`src/rtl/core/cdnc_pkg.sv`:
```
package cdnc_pkg;

  // Field widths of one word on either side.
  localparam int YEAR_W   = 14;
  localparam int MONTH_W  = 4;
  localparam int DAY_W    = 5;
  localparam int HOUR_W   = 5;
  localparam int MINUTE_W = 6;
  localparam int SECOND_W = 6;
  localparam int DN_W     = 23;
  localparam int SOD_W    = 17;
  localparam int DATA_W   = 80;

  localparam logic [SOD_W-1:0] SECS_PER_DAY = 17'd86400;

  // Constant division by reciprocal multiplication. For an operand below 2^XW and a
  // divisor below 2^DW, a shift of XW + DW with a rounded-up reciprocal is exact.
  localparam int Q100_S = 22;
  localparam longint unsigned Q100_R = ((64'd1 << Q100_S) + 64'd99) / 64'd100;
  localparam int Q100_RW = $clog2(Q100_R + 1);

  localparam int DIVN_S = 41;
  localparam longint unsigned DIVN_R = ((64'd4 << DIVN_S) + 64'd146096) / 64'd146097;
  localparam int DIVN_RW = $clog2(DIVN_R + 1);

  localparam int DIVI_S = 37;
  localparam longint unsigned DIVI_R =
    ((64'd4000 << DIVI_S) + 64'd1461000) / 64'd1461001;
  localparam int DIVI_RW = $clog2(DIVI_R + 1);

  localparam int DIVJ_S = 21;
  localparam longint unsigned DIVJ_R = ((64'd80 << DIVJ_S) + 64'd2446) / 64'd2447;
  localparam int DIVJ_RW = $clog2(DIVJ_R + 1);

  localparam int HOUR_S = 29;
  localparam longint unsigned HOUR_R = ((64'd1 << HOUR_S) + 64'd3599) / 64'd3600;
  localparam int HOUR_RW = $clog2(HOUR_R + 1);

  localparam int MIN_S = 18;
  localparam longint unsigned MIN_R = ((64'd1 << MIN_S) + 64'd59) / 64'd60;
  localparam int MIN_RW = $clog2(MIN_R + 1);

  // Results that are finished early ride along the pipeline in this record.
  typedef struct packed {
    logic                cmd;
    logic                oor;
    logic [DN_W-1:0]     dn;
    logic [SOD_W-1:0]    sod;
    logic [HOUR_W-1:0]   hour;
    logic [MINUTE_W-1:0] minute;
    logic [SECOND_W-1:0] second;
  } res_t;

  // Month term 367 * (m - 2 - 12a) / 12 of the forward formula.
  function automatic logic [8:0] cal_mon_term(input logic [MONTH_W-1:0] m);
    logic [8:0] v;
    case (m)
      4'd0:    v = 9'd305;
      4'd1:    v = 9'd336;
      4'd2:    v = 9'd367;
      4'd3:    v = 9'd30;
      4'd4:    v = 9'd61;
      4'd5:    v = 9'd91;
      4'd6:    v = 9'd122;
      4'd7:    v = 9'd152;
      4'd8:    v = 9'd183;
      4'd9:    v = 9'd214;
      4'd10:   v = 9'd244;
      4'd11:   v = 9'd275;
      4'd12:   v = 9'd305;
      4'd13:   v = 9'd336;
      4'd14:   v = 9'd367;
      4'd15:   v = 9'd397;
      default: v = 9'd0;
    endcase
    return v;
  endfunction

  // Day offset 2447 * j / 80 of the reverse formula.
  function automatic logic [8:0] cal_day_ofs(input logic [3:0] j);
    logic [8:0] v;
    case (j)
      4'd0:    v = 9'd0;
      4'd1:    v = 9'd30;
      4'd2:    v = 9'd61;
      4'd3:    v = 9'd91;
      4'd4:    v = 9'd122;
      4'd5:    v = 9'd152;
      4'd6:    v = 9'd183;
      4'd7:    v = 9'd214;
      4'd8:    v = 9'd244;
      4'd9:    v = 9'd275;
      4'd10:   v = 9'd305;
      4'd11:   v = 9'd336;
      4'd12:   v = 9'd367;
      4'd13:   v = 9'd397;
      4'd14:   v = 9'd428;
      4'd15:   v = 9'd458;
      default: v = 9'd0;
    endcase
    return v;
  endfunction

endpackage

```
`src/rtl/core/calendar_day_number_converter.sv`:
```
// A word accepted at the input passes through each stage register in order to the output.
// Throughput: one word per cycle while m_tready is high; every stage is a register
// with its own valid bit, and a stage loads whenever it is empty or the stage behind
// it moves on. Reset clears all valid bits; payload registers are not reset.
module calendar_day_number_converter import cdnc_pkg::*; (
  input  logic              clk,
  input  logic              rst,
  input  logic              s_tvalid,
  output logic              s_tready,
  // Fields from bit 0 up: year_in, month_in, day_in, hour_in, minute_in,
  // second_in, day_number_in, second_of_day_in.
  input  logic [DATA_W-1:0] s_tdata,
  // Field: cmd.
  input  logic              s_tuser,
  output logic              m_tvalid,
  input  logic              m_tready,
  // Fields from bit 0 up: day_number_out, second_of_day_out, year_out, month_out,
  // day_out, hour_out, minute_out, second_out.
  output logic [DATA_W-1:0] m_tdata,
  // Field: out_of_range.
  output logic              m_tuser
);

  localparam int NST = 10;

  localparam int P3_W = 15 + Q100_RW;
  localparam int HP_W = SOD_W + HOUR_RW;
  localparam int PN_W = DN_W + DIVN_RW;
  localparam int MP_W = 12 + MIN_RW;
  localparam int PI_W = 16 + DIVI_RW;
  localparam int PJ_W = 9 + DIVJ_RW;

  // Day number of the epoch plus the constant term of the forward formula.
  localparam logic [DN_W-1:0] EPOCH_OFS = 23'd2483620;
  // Offset from the day number to the l term of the reverse formula.
  localparam logic signed [23:0] L_OFS   = 24'sd2520114;
  localparam logic signed [23:0] DAY_MIN = -24'sd730119;
  localparam logic signed [23:0] DAY_MAX = 24'sd2921939;

  // Handshake: a stage takes new contents when it is empty or drains this cycle.
  logic [NST:1]   vld;
  logic [NST+1:1] en;

  assign en[NST+1] = m_tready;

  for (genvar k = 1; k <= NST; k++) begin : g_en
    assign en[k] = ~vld[k] | en[k+1];
  end

  assign s_tready = en[1];
  assign m_tvalid = vld[NST];

  always_ff @(posedge clk) begin
    if (rst) begin
      vld <= '0;
    end else begin
      if (en[1]) begin
        vld[1] <= s_tvalid;
      end
      for (int k = 2; k <= NST; k++) begin
        if (en[k]) begin
          vld[k] <= vld[k-1];
        end
      end
    end
  end

  // Input fields.
  logic [YEAR_W-1:0]   year_in;
  logic [MONTH_W-1:0]  month_in;
  logic [DAY_W-1:0]    day_in;
  logic [HOUR_W-1:0]   hour_in;
  logic [MINUTE_W-1:0] minute_in;
  logic [SECOND_W-1:0] second_in;
  logic [DN_W-1:0]     day_number_in;
  logic [SOD_W-1:0]    second_of_day_in;

  assign year_in          = s_tdata[13:0];
  assign month_in         = s_tdata[17:14];
  assign day_in           = s_tdata[22:18];
  assign hour_in          = s_tdata[27:23];
  assign minute_in        = s_tdata[33:28];
  assign second_in        = s_tdata[39:34];
  assign day_number_in    = s_tdata[62:40];
  assign second_of_day_in = s_tdata[79:63];

  // The record of early results; stage k owns rs[k].
  res_t rs [1:NST-1];
  res_t rs1_next;

  always_comb begin
    rs1_next     = '0;
    rs1_next.cmd = s_tuser;
  end

  // Stage 1. Both conversions are worked on for every word and the command picks
  // the result at the end. The forward path folds the month correction a, which
  // is -1 for January and February, into the two year sums, and sums the time of
  // day into seconds. The reverse path carries a full extra day of seconds into
  // the day number.
  logic [14:0]        ya_s1, yb_s1;
  logic [8:0]         mt_s1;
  logic [DAY_W-1:0]   d_s1;
  logic [SOD_W-1:0]   secs_s1;
  logic signed [23:0] dn_s1;
  logic [SOD_W-1:0]   s_s1;
  logic               sod_carry;

  assign sod_carry = (second_of_day_in >= SECS_PER_DAY);

  always_ff @(posedge clk) begin
    if (en[1]) begin
      rs[1]   <= rs1_next;
      ya_s1   <= {1'b0, year_in} + ((month_in <= 4'd2) ? 15'd4799 : 15'd4800);
      yb_s1   <= {1'b0, year_in} + ((month_in <= 4'd2) ? 15'd4899 : 15'd4900);
      mt_s1   <= cal_mon_term(month_in);
      d_s1    <= day_in;
      secs_s1 <= SOD_W'(hour_in) * 17'd3600 + SOD_W'(minute_in) * 17'd60
               + SOD_W'(second_in);
      dn_s1   <= {day_number_in[DN_W-1], day_number_in} + {23'd0, sod_carry};
      s_s1    <= sod_carry ? (second_of_day_in - SECS_PER_DAY) : second_of_day_in;
    end
  end

  // Stage 2. The forward path starts the year products and folds the day, the
  // month term, the day carry and all constants into one base value. The reverse
  // path checks the day against years 1 to 9999 and starts the hour division.
  logic [24:0]        p1_s2;
  logic [P3_W-1:0]    p3_s2;
  logic [DN_W-1:0]    base_s2;
  logic [DN_W-1:0]    l_s2;
  logic [HP_W-1:0]    hp_s2;
  logic [SOD_W-1:0]   s_s2;
  logic               secs_carry;
  res_t               rs2_next;

  assign secs_carry = (secs_s1 >= SECS_PER_DAY);

  always_comb begin
    rs2_next     = rs[1];
    rs2_next.sod = secs_carry ? (secs_s1 - SECS_PER_DAY) : secs_s1;
    rs2_next.oor = (dn_s1 < DAY_MIN) || (dn_s1 > DAY_MAX);
  end

  always_ff @(posedge clk) begin
    if (en[2]) begin
      rs[2]     <= rs2_next;
      p1_s2     <= 25'(ya_s1) * 25'd1461;
      p3_s2     <= P3_W'(yb_s1) * P3_W'(Q100_R);
      base_s2   <= DN_W'(d_s1) + DN_W'(mt_s1) + DN_W'(secs_carry) - EPOCH_OFS;
      l_s2      <= DN_W'(dn_s1 + L_OFS);
      hp_s2     <= HP_W'(s_s1) * HP_W'(HOUR_R);
      s_s2      <= s_s1;
    end
  end

  // Stage 3. Year terms of the forward formula; the century division of the
  // reverse formula and the hour.
  logic [DN_W-1:0]  t1_s3;
  logic [8:0]       t3_s3;
  logic [DN_W-1:0]  base_s3;
  logic [PN_W-1:0]  pn_s3;
  logic [DN_W-1:0]  l_s3;
  logic [SOD_W-1:0] s_s3;
  logic [7:0]       cent;
  res_t             rs3_next;

  assign cent = p3_s2[Q100_S +: 8];

  always_comb begin
    rs3_next      = rs[2];
    rs3_next.hour = hp_s2[HOUR_S +: HOUR_W];
  end

  always_ff @(posedge clk) begin
    if (en[3]) begin
      rs[3]      <= rs3_next;
      t1_s3      <= p1_s2[24:2];
      t3_s3      <= 9'((10'(cent) * 10'd3) >> 2);
      base_s3    <= base_s2;
      pn_s3      <= PN_W'(l_s2) * PN_W'(DIVN_R);
      l_s3       <= l_s2;
      s_s3       <= s_s2;
    end
  end

  // Stage 4. The forward day number is complete. The reverse path has n, the
  // count of centuries, and removes them next; the remainder of the hour
  // is kept for the minute division.
  logic [24:0]  m1_s4;
  logic [14:0]  y100_s4;
  logic [DN_W-1:0] l_s4;
  logic [11:0]  r_s4;
  logic [7:0]   n_cyc;
  res_t         rs4_next;

  assign n_cyc = pn_s3[DIVN_S +: 8];

  always_comb begin
    rs4_next    = rs[3];
    rs4_next.dn = t1_s3 - DN_W'(t3_s3) + base_s3;
  end

  always_ff @(posedge clk) begin
    if (en[4]) begin
      rs[4]    <= rs4_next;
      m1_s4    <= 25'(n_cyc) * 25'd146097 + 25'd3;
      y100_s4  <= 15'(n_cyc) * 15'd100;
      l_s4     <= l_s3;
      r_s4     <= 12'(s_s3 - SOD_W'(rs[3].hour) * 17'd3600);
    end
  end

  // Stage 5. Day within the century, plus one, ready for the division
  // that finds the year within the century.
  logic [15:0]     l2p1_s5;
  logic [MP_W-1:0] mp_s5;
  logic [11:0]     r_s5;
  logic [14:0]     y100_s5;

  always_ff @(posedge clk) begin
    if (en[5]) begin
      rs[5]   <= rs[4];
      l2p1_s5 <= 16'(l_s4 - m1_s4[24:2] + 23'd1);
      mp_s5   <= MP_W'(r_s4) * MP_W'(MIN_R);
      r_s5    <= r_s4;
      y100_s5 <= y100_s4;
    end
  end

  // Stage 6.
  logic [PI_W-1:0] pi_s6;
  logic [15:0]     l2p1_s6;
  logic [11:0]     r_s6;
  logic [14:0]     y100_s6;
  res_t            rs6_next;

  always_comb begin
    rs6_next        = rs[5];
    rs6_next.minute = mp_s5[MIN_S +: MINUTE_W];
  end

  always_ff @(posedge clk) begin
    if (en[6]) begin
      rs[6]        <= rs6_next;
      pi_s6        <= PI_W'(l2p1_s5) * PI_W'(DIVI_R);
      l2p1_s6      <= l2p1_s5;
      r_s6         <= r_s5;
      y100_s6      <= y100_s5;
    end
  end

  // Stage 7. The year within the century, i, and 1461 * i, from which the days before that year follow.
  logic [6:0]  i_s7;
  logic [17:0] m2_s7;
  logic [15:0] l2p1_s7;
  logic [14:0] y100_s7;
  logic [6:0]  yr_cyc;
  res_t        rs7_next;

  assign yr_cyc = pi_s6[DIVI_S +: 7];

  always_comb begin
    rs7_next        = rs[6];
    rs7_next.second = 6'(r_s6 - 12'(rs[6].minute) * 12'd60);
  end

  always_ff @(posedge clk) begin
    if (en[7]) begin
      rs[7]        <= rs7_next;
      i_s7         <= yr_cyc;
      m2_s7        <= 18'(yr_cyc) * 18'd1461;
      l2p1_s7      <= l2p1_s6;
      y100_s7      <= y100_s6;
    end
  end

  // Stage 8. Day of the year counted from March, offset by 31, and the year
  // before the January and February correction.
  logic [8:0]        l3_s8;
  logic [YEAR_W-1:0] ybase_s8;

  always_ff @(posedge clk) begin
    if (en[8]) begin
      rs[8]    <= rs[7];
      l3_s8    <= 9'(l2p1_s7 + 16'd30 - m2_s7[17:2]);
      ybase_s8 <= 14'(y100_s7 + 15'(i_s7) - 15'd4900);
    end
  end

  // Stage 9. Month division.
  logic [PJ_W-1:0]   pj_s9;
  logic [8:0]        l3_s9;
  logic [YEAR_W-1:0] ybase_s9;

  always_ff @(posedge clk) begin
    if (en[9]) begin
      rs[9]    <= rs[8];
      pj_s9    <= PJ_W'(l3_s8) * PJ_W'(DIVJ_R);
      l3_s9    <= l3_s8;
      ybase_s9 <= ybase_s8;
    end
  end

  // Stage 10. Month and day, then the output word. A month index of 11 or 12
  // stands for January or February of the next year. Fields that the command
  // does not produce are zero, and so is every calendar field of a day outside
  // years 1 to 9999.
  logic [3:0]          jm;
  logic                next_yr;
  logic                cal_ok;
  logic [DAY_W-1:0]    day_c;
  logic [MONTH_W-1:0]  mon_c;
  logic [YEAR_W-1:0]   year_c;
  logic [DN_W-1:0]     dn_o;
  logic [SOD_W-1:0]    sod_o;
  logic [YEAR_W-1:0]   year_o;
  logic [MONTH_W-1:0]  mon_o;
  logic [DAY_W-1:0]    day_o;
  logic [HOUR_W-1:0]   hour_o;
  logic [MINUTE_W-1:0] min_o;
  logic [SECOND_W-1:0] sec_o;

  always_comb begin
    jm      = pj_s9[DIVJ_S +: 4];
    next_yr = (jm >= 4'd11);
    day_c   = 5'(l3_s9 - cal_day_ofs(jm));
    mon_c   = next_yr ? (jm - 4'd10) : (jm + 4'd2);
    year_c  = ybase_s9 + YEAR_W'(next_yr);
    cal_ok  = rs[9].cmd && !rs[9].oor;
    dn_o    = rs[9].cmd ? '0 : rs[9].dn;
    sod_o   = rs[9].cmd ? '0 : rs[9].sod;
    year_o  = cal_ok ? year_c : '0;
    mon_o   = cal_ok ? mon_c : '0;
    day_o   = cal_ok ? day_c : '0;
    hour_o  = cal_ok ? rs[9].hour : '0;
    min_o   = cal_ok ? rs[9].minute : '0;
    sec_o   = cal_ok ? rs[9].second : '0;
  end

  always_ff @(posedge clk) begin
    if (en[NST]) begin
      m_tdata <= {sec_o, min_o, hour_o, day_o, mon_o, year_o, sod_o, dn_o};
      m_tuser <= rs[9].cmd & rs[9].oor;
    end
  end

endmodule
```
`config.mk`:
```
export PLATFORM = sky130hd
export DESIGN_NAME = calendar_day_number_converter
export DESIGN_NICKNAME = d
export VERILOG_FILES = /design/src/rtl/core/cdnc_pkg.sv /design/src/rtl/core/calendar_day_number_converter.sv
export SDC_FILE = /design/constraint.sdc
export NUM_CORES = 2
export LEC_CHECK = 0
export ABC_AREA = 1
export BUFFER_PORTS_ARGS = -buffer_cell sky130_fd_sc_hd__buf_2
export CORE_AREA = 2 2 378 380
export CTS_BUF_LIST = sky130_fd_sc_hd__clkbuf_8
export CTS_CLUSTER_DIAMETER = 50
export DETAILED_ROUTE_END_ITERATION = 7
export DIE_AREA = 0 0 380 382
export PLACE_DENSITY_LB_ADDON = 0.12
export RECOVER_POWER = 100
export SYNTH_ARGS = -nofsm -noshare
export SYNTH_HDL_FRONTEND = slang
export SYNTH_SLANG_ARGS = --single-unit
```
`constraint.sdc`:
```
create_clock -name clk -period 22.4 [get_ports clk]
set_input_delay 2.24 -clock clk [delete_from_list [all_inputs] [get_ports clk]]
set_output_delay 2.24 -clock clk [all_outputs]
set_load 0.01 [all_outputs]
```
==> flow_summary.yaml <==
run_status:
  status: "finished with violations"
  violations: "capacitance limit, slew limit"
job:
  max-cap-violations: 16
placed_design:
  hpwl_reported_at_the_end_of_detailed_placement_um: 129000
  portBuffers: 167
  weighted_congestion_reported_at_the_end_of_routability_driven_placement: 0.936
  numPlacedInstances: 8816
  cell_area_after_placement_um2: 77500
timing:
  report.final.hold_viol_count: 0
  timing.final.crit_share_pct: 52.3
  timing.final.crit_period_ns: 11.71
  fin_worst_hold_slack_ns: 0.371
  finalMaxSlewViolations: 863
  report.final.setup_viol: 0
  grt_setup_unrepaired: "no"
  worst-slew-pin-transition_ns: 4.35
  clock-skew-final_ns: 0.0807
  fmaxAchievable_mhz: 85.4
  maxSlewHeadroom_pct: -190
  totalNegativeSetupSlack_ns: 0
synth:
  postSynthNetCount: 8653
  synth.ff_latch_count: 937
  post_synth.cell_area_avg_um2: 11.0
  ys_warn_count: 0
  yosysSeqAreaShare_pct: 37.7
  synth_enable_flop_cells: 922
  ys_async_sr_fraction_pct: 0
  syn_area_um2: 74300
  ys_types: 62
  syn_inst: 6761
  dominantRegCellSynth: "sky130_fd_sc_hd__edfxtp_1"
final_layout:
  instances_no_fill: 9099
  ratio_of_cells_with_drive_above_1_in_the_final_layout_pct: 4.50
  nNetsFinal: 8984
  final_area_um2: 80400
  filler_cell_count: 12300
  syn_to_final_growth_pct: 8.20
global_routing:
  grt-ovfl-total: 0
  grt_antenna_before_repair: 6
  vias_in_the_first_global_route: 47700
  grt_start_max_net_pins: 75
  grt_first_pass_wirelength_um: 252000
  groute.usage.overall_pct: 22.1
worst_setup_path:
  timing.reg2reg.setup_slack_ns: 11.79
  worst_ep_required_time_ns: 22.47
  timing.critical_path.fanout_max: 52
  cp-start-kind: "input pin"
  critical_path.startpoint: "m_tready"
  type_of_the_setup_path_with_the_least_slack: "input pin to register"
  worst_setup_path_end_kind: "register"
  r2r-start: "vld[10]"
  worst_ep_arrival_time_ns: 11.78
clock_tree:
  cts-root-buf: "sky130_fd_sc_hd__clkbuf_8"
  worst_setup_hold_path_clk_slew_ns: 0.06
  clock-sinks: 937
  worstSkewPairLatency_ns: 0.88
  htree_num_levels: 4
  post_cts.repair.setup_buffers: 0
  cts-root-to-sink-buffers: 3
  cts-resized-gates: 0
  cts_inserted_buffers: 164
  cts.hold.buffers_added: 0
  tritoncts_clock_tree: "built"
min_path:
  min_path_type: "register to register"
  timing.hold.worst.start: "y100_s6[6]"
detailed_routing:
  drtPass1Iterations: 5
  drc_violation_count_after_routing: 0
  wirelength_um: 155000
  post_drt_via_cell_ratio: 5.01
  detail_route.iter0.violations: 2317
  drtAntennaViolNets: 0
  route.vias.total: 45600
  drt-wirelength-per-cell_um: 17.0
floorplan:
  die_area_um2: 145000
  fp.dieH_um: 382
  die_span_x_um: 380
  floorplan.io_pins: 168
  floorplan.rows: 138
  coreArea_um2: 141000
  start_util_pct: 52.7
## layout by cell type, fill, tap and decap left out, types with 164 or more instances in the layout
cell,instances
sky130_fd_sc_hd__xor2_1,191
sky130_fd_sc_hd__fa_1,695
sky130_fd_sc_hd__nand2_1,748
sky130_fd_sc_hd__ha_1,1112
sky130_fd_sc_hd__a21oi_1,298
sky130_fd_sc_hd__clkbuf_8,164
sky130_fd_sc_hd__nand3_1,167
sky130_fd_sc_hd__nor2_1,365
sky130_fd_sc_hd__inv_1,1693
sky130_fd_sc_hd__edfxtp_1,922
## metal layers
layer	global-route usage, %	vias up	routed length [um]
met2	37.2	836	73500
met4	5.67	0	3410
met3	3.09	206	6440
li1	-	22600	-
met1	30.4	22000	71600
met5	0	-	0
## synth_stat cells, drive strengths merged (2+ instances only)
master      n  area share [%]
buf         3           0.024
a21o       34            0.34
and3        4           0.034
nor2      368             2.0
nand2     756             3.9
nor3       53            0.41
o21ai     139            0.94
nand4      58            0.51
o31ai       9           0.098
or2        12            0.10
xnor2      84            0.99
a21boi     10            0.10
a21oi     301             2.1
a211oi      7           0.071
fa        695              19
o2111ai     5           0.059
clkbuf     13           0.066
nand3     169             1.2
xor2      191             2.3
o221ai      2           0.024
and2        6           0.054
o21a       15            0.15
inv      1665             8.4
ha       1112              19
nand3b      7           0.071
dfxtp      15            0.40
o21bai     28            0.28
edfxtp    922              37
nor4       34            0.34
o211ai      9           0.091
a31oi      26            0.22
## worst max-delay path, stage by stage
cell,delay [ns]
sky130_fd_sc_hd__buf_2,0.10
sky130_fd_sc_hd__nor2_1,0.21
sky130_fd_sc_hd__nand2_1,0.83
sky130_fd_sc_hd__nor2_1,0.45
sky130_fd_sc_hd__nand2_1,0.68
sky130_fd_sc_hd__nor2_1,0.46
sky130_fd_sc_hd__nand2_1,0.87
sky130_fd_sc_hd__nor2_1,0.45
sky130_fd_sc_hd__nand2_1,1.15
sky130_fd_sc_hd__nor2_1,0.62
sky130_fd_sc_hd__clkinvlp_2,1.93
sky130_fd_sc_hd__clkbuf_1,1.68
## through the flow
stage / setup WS [ns] / util [%]
2_1_floorplan: 12.67 / -
3_3_place_gp: 15.00 / 55.0
3_5_place_dp: 14.91 / 55.0
4_1_cts: 14.90 / 57.3
5_1_grt: 9.51 / 57.0
6_report: 10.69 / 57.0
## area by class of cell
type                    instances  area, um^2  share of cell area, %
flip-flops and latches        937       28000                   34.8
repair buffers                181         768                  0.956
clock inverters               116         965                   1.20
diodes                          3        7.51                0.00934
inverters                    1665        6260                   7.78
multi-input cells            4143       39800                   49.5
well taps                    1890        2360                   2.94
clock buffers                 164        2260                   2.81
## worst paths after layout
path | to | cells past startpoint
worst max register to register | d_s1[1] | 13
worst max-delay path | base_s2[3] | 12
worst min register to register | y100_s7[6] | 0
worst min-delay path | y100_s7[6] | 0
## registers in the layout, indices dropped and copies added, names as in the netlist, 17 cells and up, named ones only
name / flops
rs: 368
dn_s1: 24
p1_s2: 23
m_tdata: 80
l_s2: 23
secs_s1: 17
s_s1: 17
t1_s3: 23
## logic make-up after synthesis
kind of cell	share of synthesized area, %
buffers and inverters	8.50
DFF	37.7
adders and majority gates	37.5
and+or+nand+nor	8.58
xor gates and xnor gates	3.24
AOI/OAI and AO/OA	4.53
Power is not shown: default switching activity piles up to over one toggle a cycle in this logic, so the estimate is an artifact.
